==> config.mk <==
export PLATFORM = sky130hd
export DESIGN_NAME = rec_lane
export DESIGN_NICKNAME = d
export VERILOG_FILES = /design/src/hw/rtl/rotary_encoder_percent_control_defines.svh /design/src/hw/rtl/rec_pkg.sv /design/src/hw/rtl/rec_lane.sv
export SDC_FILE = /design/constraint.sdc
export NUM_CORES = 1
export LEC_CHECK = 0
export ABC_AREA = 1
export BUFFER_PORTS_ARGS = -buffer_cell sky130_fd_sc_hd__buf_2
export CAP_MARGIN = 20
export CORE_MARGIN = 2
export CORE_UTILIZATION = 65
export DETAILED_ROUTE_END_ITERATION = 8
export MAX_ROUTING_LAYER = met4
export PLACE_DENSITY = 0.87
export SETUP_SLACK_MARGIN = 0.1
export SYNTH_ARGS = -nofsm -noshare
export SYNTH_HDL_FRONTEND = slang
export SYNTH_SLANG_ARGS = --single-unit
==> constraint.sdc <==
create_clock -name i_clk -period 4.5 [get_ports i_clk]
set_input_delay 0.225 -clock i_clk [delete_from_list [all_inputs] [get_ports i_clk]]
set_output_delay 0.225 -clock i_clk [all_outputs]
set_load 0.01 [all_outputs]
==> src/hw/rtl/rotary_encoder_percent_control_defines.svh <==
// Assertion macros for the rotary encoder percent control block.
// Included by files that carry concurrent checks; no other dependencies.
`ifndef ROTARY_ENCODER_PERCENT_CONTROL_DEFINES_SVH
`define ROTARY_ENCODER_PERCENT_CONTROL_DEFINES_SVH
`ifndef ASSERT_OFF
`define ASSERT_SAME_CYCLE(label, clk, rst_n, ante, cons) \
    label: assert property (@(posedge clk) disable iff (!(rst_n)) (ante) |-> (cons)) \
        else $error("assertion failed");
`define ASSERT_NEXT_CYCLE(label, clk, rst_n, ante, cons) \
    label: assert property (@(posedge clk) disable iff (!(rst_n)) (ante) |=> (cons)) \
        else $error("assertion failed");
`else
`define ASSERT_SAME_CYCLE(label, clk, rst_n, ante, cons)
`define ASSERT_NEXT_CYCLE(label, clk, rst_n, ante, cons)
`endif
`endif

==> src/hw/rtl/rec_pkg.sv <==
// Shared types, register codes and the duty lookup table.
// No dependencies; used by the interface users, lanes, merge stage and top.
`timescale 1ns / 1ps
package rec_pkg;

    localparam int PCT_W  = 7;
    localparam int DUTY_W = 8;
    localparam int TIME_W = 32;
    localparam int CFG_IDX_W = 8;
    localparam int CFG_DATA_W = 8;

    // configuration register indexes
    localparam logic [CFG_IDX_W-1:0] CFG_DEBOUNCE_MS = 8'd0;
    localparam logic [CFG_IDX_W-1:0] CFG_STEP_SIZE   = 8'd1;
    localparam logic [CFG_IDX_W-1:0] CFG_MIN_PERCENT = 8'd2;
    localparam logic [CFG_IDX_W-1:0] CFG_MAX_PERCENT = 8'd3;

    localparam logic [7:0]       RST_DEBOUNCE_MS = 8'd5;
    localparam logic [PCT_W-1:0] RST_STEP_SIZE   = 7'd5;
    localparam logic [PCT_W-1:0] RST_MIN_PERCENT = 7'd0;
    localparam logic [PCT_W-1:0] RST_MAX_PERCENT = 7'd100;

    localparam int DUTY_FULL  = 255;
    localparam int PCT_FULL   = 100;
    localparam int DUTY_DEPTH = 2 ** PCT_W;

    typedef struct packed {
        logic              clk_a;
        logic              dir_a;
        logic              button_a;
        logic              clk_b;
        logic              dir_b;
        logic              button_b;
        logic [TIME_W-1:0] now_ms;
        logic              write_enable;
        logic              write_channel;
        logic [7:0]        write_value;
    } t_in_item;

    typedef struct packed {
        logic [PCT_W-1:0]  percent_a;
        logic [PCT_W-1:0]  percent_b;
        logic [DUTY_W-1:0] duty_a;
        logic [DUTY_W-1:0] duty_b;
    } t_out_item;

    typedef struct packed {
        logic [CFG_IDX_W-1:0]  index;
        logic [CFG_DATA_W-1:0] value;
    } t_cfg_wr;

    typedef struct packed {
        logic [7:0]       debounce_ms;
        logic [PCT_W-1:0] step_size;
        logic [PCT_W-1:0] min_percent;
        logic [PCT_W-1:0] max_percent;
    } t_cfg;

    // one channel's pin sample
    typedef struct packed {
        logic clk;
        logic dt;
        logic btn;
    } t_lane_sample;

    typedef logic [DUTY_W-1:0] t_duty_tab [DUTY_DEPTH];

    // percent*255/100, saturated; evaluated at elaboration only
    function automatic t_duty_tab f_duty_table();
        t_duty_tab tab;
        int        d;
        for (int i = 0; i < DUTY_DEPTH; i++) begin
            d = (i * DUTY_FULL) / PCT_FULL;
            tab[i] = (d > DUTY_FULL) ? DUTY_W'(DUTY_FULL) : DUTY_W'(d);
        end
        return tab;
    endfunction

    localparam t_duty_tab DUTY_TAB = f_duty_table();

endpackage

==> src/hw/rtl/rec_lane.sv <==
// One encoder channel: debounce, saturating step, button clear, direct write.
// Depends on rec_pkg.
`timescale 1ns / 1ps
module rec_lane (
    input  logic                           i_clk,
    input  logic                           i_rst_n,
    input  logic                           i_accept,
    input  rec_pkg::t_lane_sample          i_sample,
    input  logic [rec_pkg::TIME_W-1:0]     i_now_ms,
    input  logic                           i_wr_en,
    input  logic [7:0]                     i_wr_value,
    input  rec_pkg::t_cfg                  i_cfg,
    output logic [rec_pkg::PCT_W-1:0]      o_next_pct,
    output logic [rec_pkg::PCT_W-1:0]      o_pct
);
    logic [rec_pkg::PCT_W-1:0]  r_pct, n_pct;
    logic                       r_acc_clk;
    logic                       r_smp_clk;
    logic [rec_pkg::TIME_W-1:0] r_last_ms;
    logic                       r_prev_btn;

    logic [rec_pkg::TIME_W-1:0] w_elapsed;
    logic                       w_pass;
    logic                       w_step;
    logic [rec_pkg::PCT_W:0]    w_sum;
    logic [rec_pkg::PCT_W:0]    w_floor;
    logic [rec_pkg::PCT_W-1:0]  w_enc_pct;

    assign w_elapsed = i_now_ms - r_last_ms;
    assign w_pass    = (i_sample.clk != r_smp_clk) &&
                       (w_elapsed > {{(rec_pkg::TIME_W-8){1'b0}}, i_cfg.debounce_ms});
    assign w_step    = w_pass && (i_sample.clk != r_acc_clk);
    assign w_sum     = {1'b0, r_pct} + {1'b0, i_cfg.step_size};
    assign w_floor   = {1'b0, i_cfg.step_size} + {1'b0, i_cfg.min_percent};

    always_comb begin
        w_enc_pct = r_pct;
        if (w_step) begin
            if (i_sample.dt != i_sample.clk) begin
                // clockwise
                if (r_pct < i_cfg.max_percent) begin
                    w_enc_pct = (w_sum > {1'b0, i_cfg.max_percent}) ?
                                i_cfg.max_percent : w_sum[rec_pkg::PCT_W-1:0];
                end
            end else begin
                if (r_pct > i_cfg.min_percent) begin
                    w_enc_pct = ({1'b0, r_pct} < w_floor) ?
                                i_cfg.min_percent : (r_pct - i_cfg.step_size);
                end
            end
        end

        n_pct = w_enc_pct;
        if (!i_sample.btn && r_prev_btn) begin
            n_pct = '0;
        end
        if (i_wr_en) begin
            n_pct = (i_wr_value > {1'b0, i_cfg.max_percent}) ?
                    i_cfg.max_percent : i_wr_value[rec_pkg::PCT_W-1:0];
        end
    end

    always_ff @(posedge i_clk) begin
        if (!i_rst_n) begin
            r_pct      <= '0;
            r_acc_clk  <= 1'b0;
            r_smp_clk  <= 1'b0;
            r_last_ms  <= '0;
            r_prev_btn <= 1'b1;
        end else if (i_accept) begin
            r_pct      <= n_pct;
            r_smp_clk  <= i_sample.clk;
            r_prev_btn <= i_sample.btn;
            if (w_pass) begin
                r_last_ms <= i_now_ms;
            end
            if (w_step) begin
                r_acc_clk <= i_sample.clk;
            end
        end
    end

    assign o_next_pct = n_pct;
    assign o_pct      = r_pct;
endmodule

## After elaboration in Yosys (flattened, before gate mapping)

Index checks and enable logic that the tools add are counted.

| operators by class | value |
|---|---|
| add/sub/neg operators | 4 |
| multipliers | 0 |
| divide/modulo/power cells | 0 |
| $lt $le $gt $ge | 6 |
| eq/ne operators | 3 |
| shifts and indexed selects | 0 |
| mux-type cells | 9 |
| bitwise logic cells | 0 |
| reductions and logical operators | 6 |

Operator list:

| kind | count |
|---|---|
| two-way mux 7 bit | 9 |
| > comparator 32 x 8 -> 1 bit | 1 |
| subtractor 32 bit | 1 |
| adder 7 x 7 -> 8 bit | 2 |
| > comparator 8 x 7 -> 1 bit | 2 |
| < comparator 7 x 8 -> 1 bit | 1 |
| > comparator 7 bit | 1 |
| < comparator 7 bit | 1 |
| subtractor 7 bit | 1 |
| AND reduction 2 bit | 2 |
| logical AND 1 bit | 3 |
| inequality test 1 bit | 3 |
| zero test 1 bit | 1 |

| word-level totals | value |
|---|---|
| register bits after elaboration | 42 |
| latch bits | 0 |
| bits in writable memories | 0 |
| memory bits (read-only) | 0 |
| input port bits | 76 |
| logic and storage cells | 33 |
| memories | 0 |

## Longest topological paths before layout

Gate-level depths: netlist (run 1).

| depth | value |
|---|---|
| depth in word-level cells | 8 |
| depth in mapped cells | 30 |
| depth with buffers taken out | 29 |

## Worst setup path after synthesis (run 1)

OpenSTA, ideal clock, no wires.

| path | value |
|---|---|
| kind | register to output |
| start point | register r_pct (netlist bit o_pct[2]) |
| end point | output port o_next_pct[5] (netlist bit) |
| data arrival time | 2.901 ns |
| data required time | 4.275 ns |
| setup slack | 1.374 ns |
| stages on the path, launching flop included | 27 |
| path through | dfxtp_1 > ha_1 > buf_2 > inv_2 > nand2_1 > nand2_1 > a31oi_1 > xor2_1 > inv_1 > ha_1 > nand2_1 > inv_1 > nand2_1 > nand2_1 > nand2_1 > nand2_1 > nand2_1 > nand2_1 > nand2_1 > nand2_1 > nand2_1 > nand2_1 > o21ai_0 > nand2_1 > nand3_1 > nand3_1 > nand2_1 |

| between the ends | value |
|---|---|
| word-level cells in the longest chain between the ends | 8 |
| elaborated cells on any way between the ends | 14 |

RTL lines:

| item | RTL line | source |
|---|---|---|
| start: declaration | rec_lane.sv:16 | `logic [rec_pkg::PCT_W-1:0] r_pct, n_pct;` |
| start signal: assignment | rec_lane.sv:71 | `r_pct <= n_pct;` |
| adder 7 x 7 -> 8 bit | rec_lane.sv:33 | `assign w_sum = {1'b0, r_pct} + {1'b0, i_cfg.step_size};` |
| > comparator 8 x 7 -> 1 bit | rec_lane.sv:42 | `w_enc_pct = (w_sum > {1'b0, i_cfg.max_percent}) ?` |
| two-way mux 7 bit | rec_lane.sv:42 |  |
| two-way mux 7 bit | rec_lane.sv:41 | `if (r_pct < i_cfg.max_percent) begin` |
| two-way mux 7 bit * | rec_lane.sv:39 | `if (i_sample.dt != i_sample.clk) begin` |
| two-way mux 7 bit * | rec_lane.sv:38 | `if (w_step) begin` |
| two-way mux 7 bit * | rec_lane.sv:54 | `if (!i_sample.btn && r_prev_btn) begin` |
| two-way mux 7 bit * | rec_lane.sv:57 | `if (i_wr_en) begin` |
| end: declaration | rec_lane.sv:13 | `output logic [rec_pkg::PCT_W-1:0] o_next_pct,` |

Every way passes the cells marked *; elsewhere a longest branch is shown, timed or not.

## Worst setup path in the final report (run 1)

| path | value |
|---|---|
| start point | register r_last_ms[3] (netlist bit) |
| end point | output port o_next_pct[2] (netlist bit) |

| between the ends | value |
|---|---|
| word-level cells in the longest chain between the ends | 7 |

RTL lines:

| item | RTL line | source |
|---|---|---|
| start: declaration | rec_lane.sv:19 | `logic [rec_pkg::TIME_W-1:0] r_last_ms;` |
| start signal: assignment | rec_lane.sv:75 | `r_last_ms <= i_now_ms;` |
| subtractor 32 bit | rec_lane.sv:29 | `assign w_elapsed = i_now_ms - r_last_ms;` |
| > comparator 32 x 8 -> 1 bit | rec_lane.sv:31 | `(w_elapsed > {{(rec_pkg::TIME_W-8){1'b0}}, i_cfg.debounce_ms});` |
| logical AND 1 bit | rec_lane.sv:30 | `assign w_pass = (i_sample.clk != r_smp_clk) &&` |
| logical AND 1 bit | rec_lane.sv:32 | `assign w_step = w_pass && (i_sample.clk != r_acc_clk);` |
| two-way mux 7 bit | rec_lane.sv:38 |  |
| two-way mux 7 bit | rec_lane.sv:54 |  |
| two-way mux 7 bit | rec_lane.sv:57 |  |

Every way passes these cells.

==> summary.log, run 1 <==
INFO  status         status=finished, final reports clean
INFO  worst_hold_path holdPathStages=3
INFO  synth          dominant_cell_type_by_area_after_synthesis=nand2_1
INFO  floorplanning  ios=90
INFO  setup_path     cpMaxStageDelayCell=ha_1
INFO  power_and_ir_drop power.density_cell_area=250.9nW/um2
INFO  drt            detail_route.drc_violations=0
INFO  synth          yosysSeqAreaShare=0.1285
INFO  placement      globalplace.congestion=1.021
INFO  worst_hold_path hold_path.startpoint=i_now_ms[5]
INFO  global_route   grt_antenna_before_repair=0
INFO  clock_tree     clkLatencyLatePin=320ps
INFO  sta            postLayoutSetupSlackWorst=402.4ps
INFO  sta            fin_crit=4098ps
INFO  synth          yosys-top-cells-count=361 x nand2_1, 235 x inv_1, 100 x a21oi_1
INFO  floorplanning  floorplan.rows=36
INFO  synth          synth_most_common_cell=nand2_1
INFO  sta            worst_pin_slew=636.1ps
INFO  setup_path     cells_along_the_critical_path=inv_1 > ha_1 > nand2_1 > inv_1 > nand2_1 > nand3_1 > xor2_1 > ha_1 > nand2_1 > nor2_1 > nand4_1 > a21boi_0 > nor2_1 > nand3_1 > nor2_1 > nand3_1 > nor2_1 > nand2_2 > nand2_2 > nand2_1 > nand3_1 > nand2_1 > buf_2
INFO  sta            post-route-period-util=0.9106
INFO  drt            first_pass_iters=6
INFO  floorplanning  fp.coreArea=9774um2
INFO  sta            worst_hold_slack=186.5ps
INFO  synth          synth_largest_type_area_fraction=0.2071
INFO  synth          post_synth.cell_area_avg=5.690um2
INFO  job            timing.max_cap.violations=0
INFO  global_route   globalRoute.totalOverflow=0
INFO  clock_tree     clock_tree_sinks=42
INFO  drt            wl_per_cell=12.96um
INFO  clock_tree     cts-buffers-inserted=5
INFO  power_and_ir_drop vdd_ir_drop_max=0.1519mV
INFO  worst_hold_path hp-class=input port to flop
INFO  drt            routed-via-count=7274
INFO  synth          netlist_top_cells_area=nand2_1 21%, ha_1 18%, inv_1 13%, dfxtp_1 13%, a21oi_1 7.6%
INFO  setup_path     critical_path_arrival=3870ps
INFO  layout         layout-drive-gt1-share=0.09806
INFO  power_and_ir_drop leakage_power_total=4.317nW
INFO  synth          synth_nets=1322
INFO  setup_path     timing.reg2reg.worst_path_depth=21
INFO  synth          dominantRegCellSynth=dfxtp_1
INFO  sta            maximum_achievable_frequency=244.0MHz
INFO  sta            clock_skew_after_layout=11.44ps
INFO  sta            timing.final.hold_violations=0
INFO  setup_path     critical_path_peak_fanout=12
INFO  setup_path     rr_startpoint=r_last_ms[3]
INFO  clock_tree     ctsHoldBuffers=0
INFO  setup_path     worst_r2r_endpoint=r_last_ms[25]
INFO  setup_path     crit_required=4280ps
INFO  drt            ant_nets=0
INFO  sta            grt_setup_unrepaired=false
INFO  sta            fin_setup_tns=0ps
INFO  placement      place_hpwl=14540um
INFO  sta            worst_slew_margin_rel=0.5729
INFO  floorplanning  initial_core_util=0.6695
INFO  global_route   number_of_global_route_vias_before_repair=6571
INFO  synth          post_synth_inst_count=1150
INFO  synth          postSynthRegisterBits=42
INFO  layout         diode_insertion_count_for_antenna_repair=0
INFO  layout         n_fill_cell=903
INFO  synth          netlist-cell-type-count=38
INFO  clock_tree     htree_num_levels=2
INFO  synth          async_flop_share=0
INFO  setup_path     ff2ff_setup_slack=630ps
INFO  clock_tree     clockBufferDepth=2
INFO  drt            wl=17720um
INFO  clock_tree     cts_root_buf=clkbuf_8
INFO  synth          number_of_enable_flip_flop_cells_after_synthesis=0
INFO  floorplanning  die_y=104.3um
INFO  layout         finalNetCount=1405
INFO  floorplanning  die_area=10890um2
INFO  drt            via_per_inst=5.321
INFO  floorplanning  floorplan.die.width=104.3um
INFO  synth          synth_warnings=0
INFO  global_route   grt_use_total=0.3314
INFO  global_route   grt_max_degree=63
INFO  setup_path     critPathKind=flop to output pin
INFO  setup_path     worstSetupStartpointType=flop
INFO  clock_tree     clkTransAtPathRegs=100ps
INFO  setup_path     cpMostUsedCell=nand2_1
INFO  clock_tree     cts_post_setup_buffers_inserted=0
INFO  sta            finalSetupViolCount=0
INFO  placement      placement.io_buffers=89
INFO  global_route   grt_pass1_wl=29280um
INFO  worst_hold_path worstHoldEndpoint=r_last_ms[5]
INFO  setup_path     largest_stage_delay_on_the_critical_path=340ps
INFO  synth          netlist_area=6544um2
INFO  layout         layout-area-overhead-vs-synth=10.48%
INFO  placement      detailedPlace.worstSlack=654.0ps
INFO  sta            maxSlewViolCount=0
INFO  drt            drt-initial-drc-count=495
INFO  clock_tree     cts-resized-gates=0
INFO  setup_path     cp-end-kind=output pin
INFO  clock_tree     cts_tree=yes
-- stage by stage --
| step | utilization | std cells | instance area, um2 | power [W] |
|---|---|---|---|---|
| floorplan | - | 1150 | 6544 | 0.001163 |
| global placement | 0.7253 | 1359 | 7089 | 0.001395 |
| detailed placement | 0.7253 | 1359 | 7089 | 0.001412 |
| CTS | 0.7394 | 1367 | 7227 | 0.001798 |
| global route | 0.7396 | 1367 | 7229 | 0.001973 |
| finish | 0.7396 | 1367 | 7229 | 0.001814 |
-- cells in the final DEF (no fill, tap or decap), drive strengths merged --
master and n:
nand3 97, buf 92, o211ai 10, and2 6, bufinv 2, a21o 2
clkbuf 5, o21a 1, a21oi 100, a221oi 1, a21boi 3, nor3 7
nand3b 5, fa 4, xor2 14, o311ai 1, clkinv 2, nor2 65
o21ai 43, xnor2 8, o21bai 3, inv 239, nand4 17, nand2 368
or2 1, dfxtp 42, ha 92, a31oi 4
-- power breakdown --
group	internal [W]	switching, W
Clock	0.000223	0.000165
Sequential	0.000401	0.0000157
Combinational	0.000366	0.000644
-- layer usage --
metal  up-vias  part of all wire  global-route usage
li1       3805                 -                   -
met5         -                 0                   -
met1      3176              0.46              0.4316
met2       252              0.45              0.5439
met4         0             0.027              0.1004
met3        41             0.063             0.03133
-- worst max-delay path by stage --
stage	to	slack, ps	from	depth (start not counted)
5_1_grt	o_next_pct[4]	120	r_last_ms[4]	23
4_1_cts	o_next_pct[2]	410	r_last_ms[3]	23
6_report	o_next_pct[2]	400	r_last_ms[3]	23
3_5_place_dp	r_last_ms[1]	650	i_now_ms[0]	22
3_3_place_gp	o_next_pct[2]	800	i_now_ms[0]	24
2_1_floorplan	o_next_pct[5]	1370	o_pct[2]	26
-- flip-flops by register name, summed over array words and instances, names as in the netlist --
register and cells:
r_prev_btn 1, o_pct 7, r_smp_clk 1, r_acc_clk 1, r_last_ms 32
-- layout make-up --
cell class                 count  area, um2  share of cell area
inverter                     240      900.9              0.1246
multi-input combinational    852       4716              0.6523
sequential                    42      840.8              0.1163
timing repair buffer          92      467.9             0.06473
tap                          133      166.4             0.02302
clock inverter                 3      68.82            0.009519
clock buffer                   5      68.82            0.009519
-- worst max-delay path, delay by kind of cell (launching register included) --
family,cells,cell delay (ps)
DFF,1,320
xor gates and xnor gates,1,210
AOI/OAI and AO/OA,1,160
and+or+nand+nor,16,1960
adders and majority gates,2,650
buffers and inverters,3,250
-- kinds of logic (layout without fill, tap and decap cells) --
| group | Yosys count | count (layout) | synth area share |
|---|---|---|---|
| AO/OA/AOI/OAI | 168 | 168 | 0.1388 |
| XOR/XNOR | 22 | 22 | 0.02945 |
| adder cells (fa/ha/maj) | 96 | 96 | 0.1881 |
| buffers and inverters | 256 | 340 | 0.1512 |
| flip-flops | 42 | 42 | 0.1285 |
| AND/OR/NAND/NOR | 566 | 566 | 0.3639 |
Power figures use the tool's default switching activity.
==> run 2, diff against run 1 <==
- CORE_UTILIZATION: 65 -> 45
- PLACE_DENSITY: 0.87 -> 0.63
- REMOVE_ABC_BUFFERS: not set -> 1
==> summary.log, run 2 (same netlist as run 1, synthesis figures left out) <==
INFO  status         status=finished, final reports clean
INFO  placement      place_hpwl=15230um
INFO  placement      globalplace.congestion=0.9407
INFO  worst_hold_path hp-class=input port to flop
INFO  drt            wl=18120um
INFO  floorplanning  initial_core_util=0.4554
INFO  sta            post-route-period-util=0.8688
INFO  layout         final_common_cell=nand2_1
INFO  sta            grt_setup_unrepaired=false
INFO  setup_path     cp-end-kind=output pin
INFO  layout         finalInstanceArea=7315um2
INFO  layout         area.sequential=840.8um2
INFO  layout         fin_cells=1421
INFO  clock_tree     cts-resized-gates=0
INFO  setup_path     largest_stage_delay_on_the_critical_path=440ps
INFO  layout         layout-drive-gt1-share=0.09879
INFO  clock_tree     cts-buffers-inserted=5
INFO  setup_path     critPathTopFamily=simple AND/OR/NAND/NOR gates
INFO  drt            first_pass_iters=5
INFO  global_route   grt_max_degree=63
INFO  floorplanning  fp.coreArea=14370um2
INFO  setup_path     cpMaxStageDelayCell=fa_1
INFO  placement      placement.io_buffers=89
INFO  power_and_ir_drop pwr-share-comb=0.558
INFO  setup_path     worstSetupStartpointType=flop
INFO  setup_path     critical_path.n_buffers_inverters=2
INFO  setup_path     critical_path_arrival=3680ps
INFO  sta            worst_slew_margin_rel=0.4891
INFO  placement      post_dp_cell_area=7161um2
INFO  global_route   grt_use_total=0.2406
INFO  sta            fin_setup_tns=0ps
INFO  job            timing.max_cap.violations=0
INFO  clock_tree     clkTransAtPathRegs=70ps
INFO  clock_tree     cts_post_setup_buffers_inserted=0
INFO  sta            finalSetupViolCount=0
INFO  layout         layout-area-overhead-vs-synth=11.78%
INFO  layout         n_fill_cell=1597
INFO  sta            maxSlewViolCount=0
INFO  layout         multiInputGateArea=4716um2
INFO  setup_path     crit_required=4280ps
INFO  floorplanning  floorplan.rows=44
INFO  power_and_ir_drop clock_power_share=0.211
INFO  global_route   grt_antenna_before_repair=2
INFO  floorplanning  die_y=124.6um
INFO  sta            worst_pin_slew=760.9ps
INFO  drt            detail_route.drc_violations=0
INFO  sta            maximum_achievable_frequency=255.8MHz
INFO  power_and_ir_drop pwr-share-seq=0.231
INFO  power_and_ir_drop power.switching_fraction=0.4600
INFO  drt            routed-via-count=7064
INFO  global_route   grt_pass1_wl=30260um
INFO  layout         mostFrequentLayoutCells=360 x nand2_1, 235 x inv_1, 100 x a21oi_1
INFO  clock_tree     htree_num_levels=2
INFO  clock_tree     cts_tree=yes
INFO  drt            drt-initial-drc-count=323
INFO  power_and_ir_drop vdd_ir_drop_max=0.1257mV
INFO  drt            wl_per_cell=12.75um
INFO  drt            ant_nets=0
INFO  sta            fin_crit=3910ps
INFO  floorplanning  floorplan.die.width=124.6um
INFO  floorplanning  ios=90
INFO  setup_path     critPathKind=flop to output pin
INFO  power_and_ir_drop internal_power=0.0009722W
INFO  setup_path     critical_path_peak_fanout=12
INFO  sta            clock_skew_after_layout=6.083ps
INFO  power_and_ir_drop design_power_total=0.001800W
INFO  power_and_ir_drop switchingPower=0.0008283W
INFO  setup_path     cells_along_the_critical_path=ha_1 > fa_1 > inv_1 > nand2_1 > nand3_1 > xor2_1 > ha_1 > nand2_1 > nor2_1 > nand4_1 > a21boi_0 > nor2_1 > nand3_1 > nor2_1 > nand3_1 > nor2_1 > nand2_2 > nand2_2 > nand2_1 > nand3_1 > nand2_1 > buf_2
INFO  placement      place_inst=1411
INFO  sta            timing.final.hold_violations=0
INFO  setup_path     ff2ff_setup_slack=790ps
INFO  global_route   globalRoute.totalOverflow=0
INFO  clock_tree     clockBufferDepth=2
INFO  power_and_ir_drop leakage_power_total=4.323nW
INFO  layout         largest-register=r_last_ms
INFO  layout         largest_register_ffs=32
INFO  clock_tree     ctsHoldBuffers=0
INFO  floorplanning  die_area=15520um2
INFO  global_route   number_of_global_route_vias_before_repair=6411
INFO  layout         finalNetCount=1406
INFO  power_and_ir_drop power.density_cell_area=246.1nW/um2
INFO  clock_tree     clkLatencyLatePin=300ps
INFO  clock_tree     clock_tree_sinks=42
INFO  clock_tree     cts_root_buf=clkbuf_16
INFO  drt            via_per_inst=4.971
==> run 2: worst register-to-register path, cell delays in order (launching register included) <==
cell,delay [ps]
dfxtp_1,310
ha_1,210
fa_1,440
inv_1,120
nand2_1,70
nand3_1,170
xor2_1,100
ha_1,280
nand2_1,70
nor2_1,140
nand4_1,90
a21boi_0,130
nor2_1,90
nand3_1,80
nor2_1,100
nand3_1,110
nor2_1,130
nand2_2,190
nand2_4,490
o21ai_0,200
a21oi_1,140
==> run 2: final timing paths <==
path	depth (start not counted)	from	to
max	22	r_last_ms[0]	o_next_pct[3]
min	3	i_now_ms[0]	r_last_ms[0]
max reg2reg	20	r_last_ms[0]	r_last_ms[26]
min reg2reg	2	r_last_ms[2]	r_last_ms[2]
==> run 2: stage by stage <==
stage                       util  setup slack (ps)  hold WS (ps)
after floorplan                -              1374         323.6
after global placement    0.4983             827.3         448.3
after detailed placement  0.4983             770.0         450.2
after CTS                 0.5085             517.3         204.5
after global routing      0.5091             170.7         218.8
final                     0.5091             590.5         212.0
==> run 2: area by class of cell <==
| class | instances | area share |
|---|---|---|
| diodes | 2 | 0.0006842 |
| clock buffers | 5 | 0.01711 |
| clock inverters | 3 | 0.002908 |
| inverters | 240 | 0.1232 |
| multi-input cells | 852 | 0.6447 |
| flip-flops and latches | 42 | 0.1150 |
| well taps | 184 | 0.03147 |
| repair buffers | 93 | 0.06500 |
==> run 2: power by group through the flow <==
| stage | Combinational, W | Clock [W] | Sequential (W) |
|---|---|---|---|
| floorplan | 0.000727 | 0 | 0.000425 |
| global placement | 0.000995 | 0 | 0.000424 |
| detailed placement | 0.000997 | 0 | 0.000425 |
| CTS | 0.00100 | 0.000391 | 0.000416 |
| global route | 0.00116 | 0.000409 | 0.000419 |
| finish | 0.00100 | 0.000380 | 0.000416 |
==> run 2: metal layers <==
layer  track usage  vias to the layer above  part of all wire
li1              -                     3815                 -
met1        0.3048                     3063              0.47
met2        0.4076                      155              0.46
met3       0.02534                       31             0.043
met4       0.06742                        0             0.024
met5             -                        -                 0
